File: src/hw/rtl/blob_slot_table_with_compaction_unit_assert.svh
// Assertion macros for the blob slot table unit.
`ifndef BLOB_SLOT_TABLE_WITH_COMPACTION_UNIT_ASSERT_SVH
`define BLOB_SLOT_TABLE_WITH_COMPACTION_UNIT_ASSERT_SVH

// Check that a condition implies a consequence in the same cycle.
`define BST_ASSERT_IMPLY(label, clk, rst, cond, cons) \
  label: assert property (@(posedge clk) disable iff (rst) (cond) |-> (cons)) \
    else $error("assertion failed");

// Check that a condition implies a consequence in the next cycle.
`define BST_ASSERT_NEXT(label, clk, rst, cond, cons) \
  label: assert property (@(posedge clk) disable iff (rst) (cond) |=> (cons)) \
    else $error("assertion failed");

`endif

File: src/hw/rtl/bst_pkg.sv
// Shared types and constants for the blob slot table unit.
package bst_pkg;

  localparam int SLOTS      = 32;
  localparam int DATA_BYTES = 1048576;
  localparam int SW         = 5;
  localparam int CW         = 6;
  localparam int AW         = 21;

  localparam logic [1:0] CMD_PUT = 2'd0;
  localparam logic [1:0] CMD_GET = 2'd1;
  localparam logic [1:0] CMD_UPD = 2'd2;
  localparam logic [1:0] CMD_DEL = 2'd3;

  localparam logic [1:0] ST_OK   = 2'd0;
  localparam logic [1:0] ST_LIVE = 2'd1;
  localparam logic [1:0] ST_FULL = 2'd2;
  localparam logic [1:0] ST_BAD  = 2'd3;

  localparam logic REG_CAP  = 1'b0;
  localparam logic REG_LIVE = 1'b1;

  typedef struct packed {
    logic [1:0]    cmd;
    logic [SW-1:0] slot;
    logic [AW-1:0] length;
  } req_t;

  typedef struct packed {
    logic          kind;
    logic [1:0]    status;
    logic [SW-1:0] slot_out;
    logic [AW-1:0] address;
    logic [AW-1:0] source;
    logic [AW-1:0] size_out;
    logic          last;
  } res_t;

  // Controller to datapath commands.
  typedef struct packed {
    logic load;       // capture request, look up slot
    logic scan_start; // reset scan pointer
    logic scan_step;  // advance scan pointer
    logic do_put;
    logic do_upd;
    logic do_del;
    logic cmp_start;
    logic cmp_read;   // issue read of scan entry
    logic cmp_apply;  // process read data
    logic cmp_end;
    logic cmp_empty;
    logic out_reply;
    logic out_move;
    logic out_fail;
  } cmd_t;

  // Datapath to controller status.
  typedef struct packed {
    logic [1:0] cmd;
    logic       valid;
    logic       scan_hit;  // dead entry at scan pointer
    logic       scan_done;
    logic       put_fail;
    logic       upd_full;
    logic       need_cmp;
    logic       no_live;
    logic       move;
  } sts_t;

endpackage

File: src/hw/rtl/bst_ram.sv
// Generic single-port write, one-port registered read RAM.
module bst_ram #(
  parameter int WIDTH = 8,
  parameter int DEPTH = 32
) (
  input  logic                     clk,
  input  logic                     we,
  input  logic [$clog2(DEPTH)-1:0] waddr,
  input  logic [WIDTH-1:0]         wdata,
  input  logic [$clog2(DEPTH)-1:0] raddr,
  output logic [WIDTH-1:0]         rdata
);
  logic [WIDTH-1:0] mem [DEPTH];

  // Write and registered read.
  always_ff @(posedge clk) begin
    if (we) begin
      mem[waddr] <= wdata;
    end
    rdata <= mem[raddr];
  end
endmodule

File: src/hw/rtl/bst_ctrl.sv
// Command sequencer for the blob slot table unit.
module bst_ctrl (
  input  logic           clk,
  input  logic           rst,
  input  logic           in_valid,
  output logic           in_stall,
  input  logic           out_full,
  input  bst_pkg::sts_t  sts,
  output bst_pkg::cmd_t  cmd,
  output logic           busy
);
  localparam logic [3:0] S_IDLE  = 4'd0;
  localparam logic [3:0] S_LOOK  = 4'd1;
  localparam logic [3:0] S_SCAN  = 4'd2;
  localparam logic [3:0] S_SCANW = 4'd3;
  localparam logic [3:0] S_EXEC  = 4'd4;
  localparam logic [3:0] S_CRD   = 4'd5;
  localparam logic [3:0] S_CWAIT = 4'd6;
  localparam logic [3:0] S_CAPP  = 4'd7;
  localparam logic [3:0] S_REPLY = 4'd8;
  localparam logic [3:0] S_REPW  = 4'd9;

  logic [3:0] state, state_next;

  always_ff @(posedge clk) begin
    if (rst) begin
      state <= S_IDLE;
    end else begin
      state <= state_next;
    end
  end

  assign in_stall = (state != S_IDLE);
  assign busy     = (state != S_IDLE);

  // Sequence one request at a time.
  always_comb begin
    cmd        = '0;
    state_next = state;
    unique case (state)
      S_IDLE: begin
        if (in_valid) begin
          cmd.load   = 1'b1;
          state_next = S_LOOK;
        end
      end
      S_LOOK: begin
        // slot entry read data is now available
        if (sts.cmd == bst_pkg::CMD_PUT) begin
          cmd.scan_start = 1'b1;
          state_next     = S_SCANW;
        end else begin
          state_next = S_EXEC;
        end
      end
      S_SCANW: begin
        state_next = S_SCAN;
      end
      S_SCAN: begin
        if (sts.scan_hit || sts.scan_done) begin
          state_next = S_EXEC;
        end else begin
          cmd.scan_step = 1'b1;
          state_next    = S_SCANW;
        end
      end
      S_EXEC: begin
        if (!out_full) begin
          if (sts.cmd == bst_pkg::CMD_PUT) begin
            if (sts.put_fail) begin
              cmd.out_fail = 1'b1;
            end else begin
              cmd.do_put    = 1'b1;
              cmd.out_reply = 1'b1;
            end
            state_next = S_IDLE;
          end else if (!sts.valid) begin
            cmd.out_fail = 1'b1;
            state_next   = S_IDLE;
          end else if (sts.cmd == bst_pkg::CMD_GET) begin
            cmd.out_reply = 1'b1;
            state_next    = S_IDLE;
          end else if (sts.cmd == bst_pkg::CMD_UPD && sts.upd_full) begin
            cmd.out_fail = 1'b1;
            state_next   = S_IDLE;
          end else begin
            cmd.do_upd = (sts.cmd == bst_pkg::CMD_UPD);
            cmd.do_del = (sts.cmd == bst_pkg::CMD_DEL);
            state_next = S_REPLY;
          end
        end
      end
      S_REPLY: begin
        // counters updated; decide on compaction
        if (sts.need_cmp) begin
          if (sts.no_live) begin
            cmd.cmp_empty = 1'b1;
            state_next    = S_REPW;
          end else begin
            cmd.cmp_start = 1'b1;
            state_next    = S_CRD;
          end
        end else begin
          state_next = S_REPW;
        end
      end
      S_CRD: begin
        if (sts.scan_done) begin
          cmd.cmp_end = 1'b1;
          state_next  = S_REPW;
        end else begin
          cmd.cmp_read = 1'b1;
          state_next   = S_CWAIT;
        end
      end
      S_CWAIT: begin
        state_next = S_CAPP;
      end
      S_CAPP: begin
        if (!(sts.move && out_full)) begin
          cmd.cmp_apply = 1'b1;
          cmd.out_move  = sts.move;
          state_next    = S_CRD;
        end
      end
      S_REPW: begin
        if (!out_full) begin
          cmd.out_reply = 1'b1;
          state_next    = S_IDLE;
        end
      end
      default: state_next = S_IDLE;
    endcase
  end
endmodule

File: src/hw/rtl/bst_dp.sv
// Slot table, counters and result formation for the blob slot table unit.
module bst_dp (
  input  logic                 clk,
  input  logic                 rst,
  input  bst_pkg::req_t        req,
  input  bst_pkg::cmd_t        cmd,
  output bst_pkg::sts_t        sts,
  input  logic                 cfg_we,
  input  logic                 cfg_index,
  input  logic [20:0]          cfg_data,
  output logic                 res_we,
  output bst_pkg::res_t        res
);
  localparam int EW = 2 * bst_pkg::AW + 1;

  logic [bst_pkg::AW-1:0] data_capacity;
  logic [bst_pkg::CW-1:0] max_live;
  logic [bst_pkg::CW-1:0] slots_in_use, live_blobs;
  logic [bst_pkg::AW-1:0] bytes_used, bytes_dead;
  bst_pkg::req_t          r;

  // entry of request slot, captured after lookup
  logic [bst_pkg::AW-1:0] e_addr, e_len;
  logic                   e_dead;
  logic [bst_pkg::SW-1:0] track;     // slot followed through compaction
  logic                   track_ok;
  logic [bst_pkg::AW-1:0] rep_addr, rep_len;

  // scan and compaction pointers
  logic [bst_pkg::CW-1:0] ptr;
  logic [bst_pkg::CW-1:0] wptr;
  logic [bst_pkg::AW-1:0] used_acc;
  logic                   lookup_phase;

  // memory ports
  logic                   m_we;
  logic [bst_pkg::SW-1:0] m_waddr, m_raddr;
  logic [EW-1:0]          m_wdata, m_rdata;
  logic [bst_pkg::AW-1:0] rd_addr, rd_len;
  logic                   rd_dead;

  bst_ram #(.WIDTH(EW), .DEPTH(bst_pkg::SLOTS)) u_tab (
    .clk(clk), .we(m_we), .waddr(m_waddr), .wdata(m_wdata),
    .raddr(m_raddr), .rdata(m_rdata)
  );

  assign {rd_addr, rd_len, rd_dead} = m_rdata;
  assign m_raddr = cmd.load ? req.slot : ptr[bst_pkg::SW-1:0];

  // Limits and derived tests.
  logic [bst_pkg::AW-1:0] cap;
  logic [bst_pkg::AW:0]   sum_len;
  logic [bst_pkg::AW-1:0] dead_new, used_new;
  logic [bst_pkg::AW+2:0] used_x5;
  logic                   fits;

  assign cap     = (data_capacity > bst_pkg::AW'(bst_pkg::DATA_BYTES))
                   ? bst_pkg::AW'(bst_pkg::DATA_BYTES) : data_capacity;
  assign sum_len = {1'b0, bytes_used} + {1'b0, r.length};
  assign fits    = (sum_len <= {1'b0, cap});
  // dead > floor(used/5) holds exactly when 5*dead > used
  assign used_x5 = {1'b0, bytes_dead, 2'b00} + {3'b000, bytes_dead};

  always_comb begin
    sts           = '0;
    sts.cmd       = r.cmd;
    sts.valid     = ({1'b0, r.slot} < slots_in_use) && !e_dead;
    sts.scan_hit  = !lookup_phase && rd_dead && (ptr < slots_in_use);
    sts.scan_done = (ptr >= slots_in_use);
    sts.put_fail  = (live_blobs >= max_live)
                    || (!sts.scan_hit && slots_in_use >= bst_pkg::CW'(bst_pkg::SLOTS))
                    || !fits;
    sts.upd_full  = !fits;
    sts.need_cmp  = (used_x5 > {3'b000, bytes_used});
    sts.no_live   = (live_blobs == '0);
    sts.move      = !rd_dead && ((wptr != ptr) || (rd_addr != used_acc));
  end

  // Table writes.
  always_comb begin
    m_we    = 1'b0;
    m_waddr = r.slot;
    m_wdata = '0;
    if (cmd.do_put) begin
      m_we    = 1'b1;
      m_waddr = ptr[bst_pkg::SW-1:0];
      m_wdata = {bytes_used, r.length, 1'b0};
    end else if (cmd.do_upd) begin
      m_we    = 1'b1;
      m_wdata = {bytes_used, r.length, 1'b0};
    end else if (cmd.do_del) begin
      m_we    = 1'b1;
      m_wdata = {e_addr, e_len, 1'b1};
    end else if (cmd.cmp_apply && !rd_dead) begin
      m_we    = 1'b1;
      m_waddr = wptr[bst_pkg::SW-1:0];
      m_wdata = {used_acc, rd_len, 1'b0};
    end
  end

  // Configuration registers.
  always_ff @(posedge clk) begin
    if (rst) begin
      data_capacity <= bst_pkg::AW'(1048576);
      max_live      <= bst_pkg::CW'(32);
    end else if (cfg_we) begin
      if (cfg_index == bst_pkg::REG_CAP) begin
        data_capacity <= cfg_data;
      end else begin
        max_live <= cfg_data[bst_pkg::CW-1:0];
      end
    end
  end

  // Counters and working registers.
  always_ff @(posedge clk) begin
    if (rst) begin
      slots_in_use <= '0;
      live_blobs   <= '0;
      bytes_used   <= '0;
      bytes_dead   <= '0;
      lookup_phase <= 1'b0;
      ptr          <= '0;
    end else begin
      lookup_phase <= cmd.load;
      if (cmd.load) begin
        r <= req;
      end
      if (lookup_phase) begin
        e_addr <= rd_addr;
        e_len  <= rd_len;
        e_dead <= rd_dead;
      end
      if (cmd.scan_start) begin
        ptr <= '0;
      end
      if (cmd.scan_step) begin
        ptr <= ptr + 1'b1;
      end
      if (cmd.do_put) begin
        if (ptr >= slots_in_use) begin
          slots_in_use <= slots_in_use + 1'b1;
        end
        live_blobs <= live_blobs + 1'b1;
        bytes_used <= bytes_used + r.length;
        rep_addr   <= bytes_used;
        rep_len    <= r.length;
        track      <= ptr[bst_pkg::SW-1:0];
      end
      if (cmd.do_upd) begin
        bytes_dead <= bytes_dead + e_len;
        bytes_used <= bytes_used + r.length;
        rep_addr   <= bytes_used;
        rep_len    <= r.length;
        track      <= r.slot;
        track_ok   <= 1'b1;
      end
      if (cmd.do_del) begin
        live_blobs <= live_blobs - 1'b1;
        bytes_dead <= bytes_dead + e_len;
        rep_addr   <= '0;
        rep_len    <= e_len;
        track      <= r.slot;
        track_ok   <= 1'b0;
      end
      if (cmd.cmp_empty) begin
        slots_in_use <= '0;
        bytes_used   <= '0;
        bytes_dead   <= '0;
      end
      if (cmd.cmp_start) begin
        ptr      <= '0;
        wptr     <= '0;
        used_acc <= '0;
      end
      if (cmd.cmp_apply) begin
        ptr <= ptr + 1'b1;
        if (!rd_dead) begin
          if (track_ok && ptr[bst_pkg::SW-1:0] == r.slot) begin
            track    <= wptr[bst_pkg::SW-1:0];
            rep_addr <= used_acc;
          end
          used_acc <= used_acc + rd_len;
          wptr     <= wptr + 1'b1;
        end
      end
      if (cmd.cmp_end) begin
        slots_in_use <= wptr;
        bytes_used   <= used_acc;
        bytes_dead   <= '0;
      end
    end
  end

  // Result formation.
  always_comb begin
    res_we = cmd.out_reply || cmd.out_move || cmd.out_fail;
    res    = '0;
    if (cmd.out_move) begin
      res.kind     = 1'b1;
      res.slot_out = wptr[bst_pkg::SW-1:0];
      res.address  = used_acc;
      res.source   = rd_addr;
      res.size_out = rd_len;
    end else if (cmd.out_fail) begin
      res.last = 1'b1;
      res.slot_out = (r.cmd == bst_pkg::CMD_PUT) ? '0 : r.slot;
      if (r.cmd == bst_pkg::CMD_PUT) begin
        res.status = ((live_blobs >= max_live)
                      || (!sts.scan_hit && slots_in_use >= bst_pkg::CW'(bst_pkg::SLOTS)))
                     ? bst_pkg::ST_LIVE : bst_pkg::ST_FULL;
      end else if (!sts.valid) begin
        res.status = bst_pkg::ST_BAD;
      end else begin
        res.status = bst_pkg::ST_FULL;
      end
    end else if (cmd.out_reply) begin
      res.last = 1'b1;
      if (r.cmd == bst_pkg::CMD_GET) begin
        res.slot_out = r.slot;
        res.address  = e_addr;
        res.size_out = e_len;
      end else if (r.cmd == bst_pkg::CMD_PUT) begin
        res.slot_out = ptr[bst_pkg::SW-1:0];
        res.address  = bytes_used;
        res.size_out = r.length;
      end else begin
        res.slot_out = track;
        res.address  = rep_addr;
        res.size_out = rep_len;
      end
    end
  end
endmodule

File: src/hw/rtl/blob_slot_table_with_compaction_unit.sv
// Blob slot table unit: top level with output register.
// One request at a time; the unit takes no new request until the last one
// is done. Get, and any failed update or delete, goes through lookup and
// execute only. Put also scans the table for a dead slot to reuse. An update
// or delete may then compact the table, walking every entry in use, as
// each entry needs a read of the slot table RAM before it can be packed.
// Every result, move order or reply, waits in place while the output is
// stalled. A move order is emitted for each relocated blob, then the
// command reply.
module blob_slot_table_with_compaction_unit (
  input  logic           clk,
  input  logic           rst,
  input  logic           in_valid,
  output logic           in_stall,
  input  bst_pkg::req_t  in_data,
  output logic           out_valid,
  input  logic           out_stall,
  output bst_pkg::res_t  out_data,
  input  logic           cfg_valid,
  output logic           cfg_ready,
  input  logic           cfg_index,
  input  logic [20:0]    cfg_data
);
  bst_pkg::cmd_t cmd;
  bst_pkg::sts_t sts;
  bst_pkg::res_t res;
  logic          res_we, busy, out_full;

  assign cfg_ready = 1'b1;
  // Output register can take a new result when empty or being drained.
  assign out_full  = out_valid && out_stall;

  bst_ctrl u_ctrl (
    .clk(clk), .rst(rst), .in_valid(in_valid), .in_stall(in_stall),
    .out_full(out_full), .sts(sts), .cmd(cmd), .busy(busy)
  );

  bst_dp u_dp (
    .clk(clk), .rst(rst), .req(in_data), .cmd(cmd), .sts(sts),
    .cfg_we(cfg_valid && cfg_ready), .cfg_index(cfg_index), .cfg_data(cfg_data),
    .res_we(res_we), .res(res)
  );

  // Hold the result until taken.
  always_ff @(posedge clk) begin
    if (rst) begin
      out_valid <= 1'b0;
    end else if (res_we) begin
      out_valid <= 1'b1;
    end else if (!out_stall) begin
      out_valid <= 1'b0;
    end
  end

  always_ff @(posedge clk) begin
    if (res_we) begin
      out_data <= res;
    end
  end

`include "blob_slot_table_with_compaction_unit_assert.svh"
  `BST_ASSERT_IMPLY(a_no_write_full, clk, rst, res_we, !out_full)
  `BST_ASSERT_NEXT(a_last_idle, clk, rst, res_we && res.last, !busy)
  `BST_ASSERT_IMPLY(a_move_not_last, clk, rst, out_valid && out_data.kind, !out_data.last)
endmodule
File: config.mk
export PLATFORM = sky130hd
export DESIGN_NAME = blob_slot_table_with_compaction_unit
export DESIGN_NICKNAME = d
export VERILOG_FILES = /design/src/hw/rtl/bst_pkg.sv /design/src/hw/rtl/bst_ram.sv /design/src/hw/rtl/bst_ctrl.sv /design/src/hw/rtl/bst_dp.sv /design/src/hw/rtl/blob_slot_table_with_compaction_unit.sv
export VERILOG_INCLUDE_DIRS = /design/src /design/src/hw/rtl
export SDC_FILE = /design/constraint.sdc
export NUM_CORES = 2
export LEC_CHECK = 0
export ABC_AREA = 0
export BUFFER_PORTS_ARGS = -buffer_cell sky130_fd_sc_hd__buf_4
export CAP_MARGIN = 20
export CORE_ASPECT_RATIO = 0.8
export CORE_MARGIN = 2
export CORE_UTILIZATION = 55
export DETAILED_ROUTE_END_ITERATION = 8
export PLACE_DENSITY = 0.75
export REMOVE_ABC_BUFFERS = 1
export SLEW_MARGIN = 10
export SYNTH_ARGS = -nofsm -noshare
export SYNTH_HDL_FRONTEND = slang
export SYNTH_HIERARCHICAL = 1
export SYNTH_SLANG_ARGS = --single-unit
export TNS_END_PERCENT = 20
File: constraint.sdc
create_clock -name clk -period 10.46 [get_ports clk]
set_clock_uncertainty 0.1 [all_clocks]
set_input_delay 0 -clock clk [delete_from_list [all_inputs] [get_ports clk]]
set_output_delay 0 -clock clk [all_outputs]
set_load 0.005 [all_outputs]
==> summary.txt <==
Synth
  – Async SR Flop Fraction: 0%
  – Post-Synth Simple-Gate Area: under 10%
  – Main combinational cell family by area after synthesis: multiplexers
  – Yosys warns: 6
  – Main synth FF type: edfxtp_1
  – Syn Inst Count: ~5200
  – Complex-gate fraction of the synthesized area: 8.87%
  – EDFF count, synth: between 1500 and 2000
  – Multiplexer area fraction after synthesis: 10.7%
  – Adder-cell share of the synthesized area: 2.57%
  – Syn Std Cell Area: 74900 sq um
  – Netlist cell types: 94
  – Synth Area per Inst: around 14 sq um
  – #FFs+latches synth: 1730
  – XOR/XNOR Fraction of Synth Area: 1.15%
  – Sequential area share after synthesis: about two thirds

Detailed routing
  – Ratio of routed vias to standard cells: 6.35
  – Number of remaining DRC errors: 0
  – Starting DRT DRC Count: 6254
  – Final antenna-violating net count: 0
  – Vias: 47256
  – DRT Pass-1 Iters: 6
  – Detailed Route WL: 208000 um
  – WL per Instance: 27.9 um

Floorplanning
  – Die height: 334 um
  – Die area: 139000 sq um
  – # IOs: 130
  – Initial Utilization: 55.2%
  – Die width: around 420 um
  – Row cnt: 121
  – Core ar.: 136000 sq um

Clock tree
  – Worst-Skew Late Latency: 0.81 ns
  – Buffers inserted by post-CTS timing repair: 0
  – CTS max path bufs: 3
  – CTS Sinks: 1730
  – H-tree levels: 4
  – Clock transition at path regs: 0.06 ns
  – Root Driver: clkbuf_16
  – Clock buffer count from CTS: 166
  – Post-cts repair resize count: 0
  – CTS tree: done
  – Hold Buf Count CTS: 146

Worst setup path
  – Worst Setup End Kind: flop
  – Worst path slowest cell: o21ai_0
  – Worst Setup Start Kind: flop
  – Critical path required time: 10.83 ns
  – CP peak stage delay: ~0.9 ns
  – R2R cell count: 24
  – CP Data Arrival Time: 9.65 ns
  – Stages on the worst setup path: 24
  – Worst setup path class: reg2reg
  – Crit-path leading delay family: simple AND/OR/NAND/NOR gates
  – Crit path cell chain: ha_1, inv_1, fa_1, nor2b_1, o31ai_1, a211oi_2, nor2_1, a211oi_2, o221ai_1, xnor2_1, ha_1, a21oi_1, nand3b_1, a221oi_1, o21ai_0, a21o_1, nor3_1, or2_2, nor2_1, mux2i_1, o21ai_0, or3b_2, nor2_4, buf_4
  – Crit-path max FO: 29
  – Buf/Inv on CP: 2

Power and ir drop
  – Tot Pwr: 15.5 mW
  – Max VDD drop: 0.180 mV
  – Pwr/cell area: 183 nW/um^2
  – Leakage: about 27 nW

Global route
  – Vias in the first global route: approximately 45000
  – GR Overflow Total: 0
  – Gr usage total: 29.4%
  – First-pass GRT wire length: 301000 um
  – Largest net degree at the start of global routing: approximately 130
  – Initial antenna violation count: 12

Place
  – PortBufs: 128
  – Final HPWL DP: 130000 um
  – GP Congestion: 0.962

STA
  – Period utilization: 88.7%
  – Max_slew headroom: 22.0%
  – Hold Vio Cnt, Final: 0
  – Worst hold slack: ~0.071 ns
  – RSZ-0062 raised after global routing: no
  – Worst Tran Pin Value: 1.16 ns
  – Fmax achieved: around 110 MHz
  – Crit path time final: slightly above 9 ns
  – Final setup fails: 0
  – Final Max Tran Viols: 0

Final layout
  – Share of layout cells above drive strength 1: 11.8%
  – Area growth from synthesis to layout: 13.3%
  – Nets: between 5000 and 6000

Status
  – Outcome: finished clean

Job
  – Max_cap viols: 0

Hold path
  – Hold Path Stages: 3
  – Worst hold path type: in2reg
==> routing by layer <==
layer  up-vias  routed length [um]  global-route usage, %
li1      20689                   -                      -
met1     23377               84200                   42.1
met2      2734               90900                   43.4
met3       450               23100                   6.80
met4         6                9260                   12.0
met5         -                  41                      0
==> state kept, by name (all words and copies together), names as in the netlist, 6 cells and up <==
signal and flops:
out_data 72, u_dp/u_tab/mem 1376, u_dp/used_acc 21, u_dp/data_capacity 21, u_dp/live_blobs 6, u_dp/rep_addr 21, u_dp/slots_in_use 6, u_dp/bytes_dead 21
u_dp/u_tab/rdata 43, u_dp/ptr 6, u_dp/max_live 6, u_dp/e_addr 21, u_dp/wptr 6, u_dp/r 26, u_dp/bytes_used 21, u_dp/e_len 21
u_dp/rep_len 21
==> placed cells by master (no fill, tap or decap), types with 10 or more instances in the layout <==
cell           instances
xor2_1                33
o31ai_1               10
buf_4                252
a21o_1                52
o21bai_1              14
a211oi_1              21
dfxtp_1              136
clkinv_2              29
a31oi_1               64
o21ai_2               10
a21oi_1              331
clkbuf_8              17
buf_12                12
o21ai_1               18
a22oi_1              137
mux2i_1              742
nor2b_1               23
and2_1                26
nand2b_1              19
clkbuf_16            167
nor2_1               154
dlygate4sd3_1        146
a221oi_1              24
o21ai_0              116
inv_1                 84
nor2_4                35
clkinv_1              28
xnor2_1               65
and3_1                35
ha_1                 146
nor4_1                14
edfxtp_1            1594
mux2_2                50
a22o_1               128
nand4_1               18
nand2_1              407
clkbuf_1              38
nor3_1                79
nand3_1              177
o21a_1                18
==> worst min-delay path: stages <==
cell and delay [ns]:
dlygate4sd3_1 0.53, buf_4 0.26, nor2_1 0.13
==> final timing paths <==
kind / startpoint / endpoint / slack [ns]
max: u_dp/r[0] / u_dp/u_tab/mem[8][16] / 1.18
min: rst / u_dp/live_blobs[2] / 0.07
max reg2reg: u_dp/r[0] / u_dp/u_tab/mem[8][16] / 1.18
min reg2reg: u_dp/max_live[1] / u_dp/max_live[1] / 0.39
==> cell type report <==
cell class	count	area [sq um]
Antenna cell	6	15.0
Clock buffer	222	4560
Clock inverter	83	723
Fill cell	9752	50800
Inverter	86	323
Multi-Input combinational cell	3113	22800
Sequential cell	1730	50600
Tap cell	1783	2230
Timing Repair Buffer	415	3670
==> per-stage QoR <==
step                std cells  util (%)  setup TNS, ns  setup WS [ns]  instance area, sq um
finish                   7438      62.6              0           1.18                 84900
global route             7435      62.6              0          0.839                 84900
CTS                      7425      62.5              0           1.38                 84700
detailed placement       6974      57.5              0           1.45                 78000
global placement         6971      57.5              0           1.69                 78000
floorplan                4929         -       -2739.85         -63.72                 73300
==> kinds of logic after synthesis <==
family,Yosys count
AND/OR/NAND/NOR,1061
buffers and inverters,381
XOR/XNOR,98
other,1
adder cells (fa/ha/maj),151
flip-flops,1730
AO/OA/AOI/OAI,1010
multiplexers,792
==> report_power, final <==
part | internal [mW] | total, mW | switching [mW]
Clock | 3.25 | 5.84 | 2.59
Sequential | 7.65 | 7.91 | 0.258
Combinational | 0.655 | 1.78 | 1.13
Total | 11.6 | 15.5 | 3.98
==> synthesized netlist by cell type (18+ instances only) <==
cell type | number | area [sq um]
xor2_1 | 33 | 289
edfxtp_1 | 1594 | 47900
nand2_1 | 408 | 1530
a21o_1 | 52 | 390
nand3_1 | 177 | 886
inv_1 | 85 | 319
mux2i_1 | 742 | 7430
mux2_2 | 50 | 563
a22o_1 | 128 | 1120
ha_1 | 146 | 1830
nor2b_1 | 28 | 175
a22oi_1 | 137 | 1030
a221oi_1 | 24 | 210
a211oi_1 | 21 | 158
xnor2_1 | 65 | 569
o21ai_0 | 139 | 696
nor2_1 | 195 | 732
clkbuf_1 | 143 | 537
dfxtp_1 | 136 | 2720
and2_1 | 27 | 169
a21oi_1 | 332 | 1660
a31oi_1 | 64 | 400
nor3_1 | 79 | 395
buf_6 | 30 | 338
buf_2 | 59 | 295
buf_4 | 39 | 293
o21a_1 | 18 | 135
nand2b_1 | 22 | 138
and3_1 | 36 | 225
nand4_1 | 18 | 113
Power figures use the tool's default switching activity.
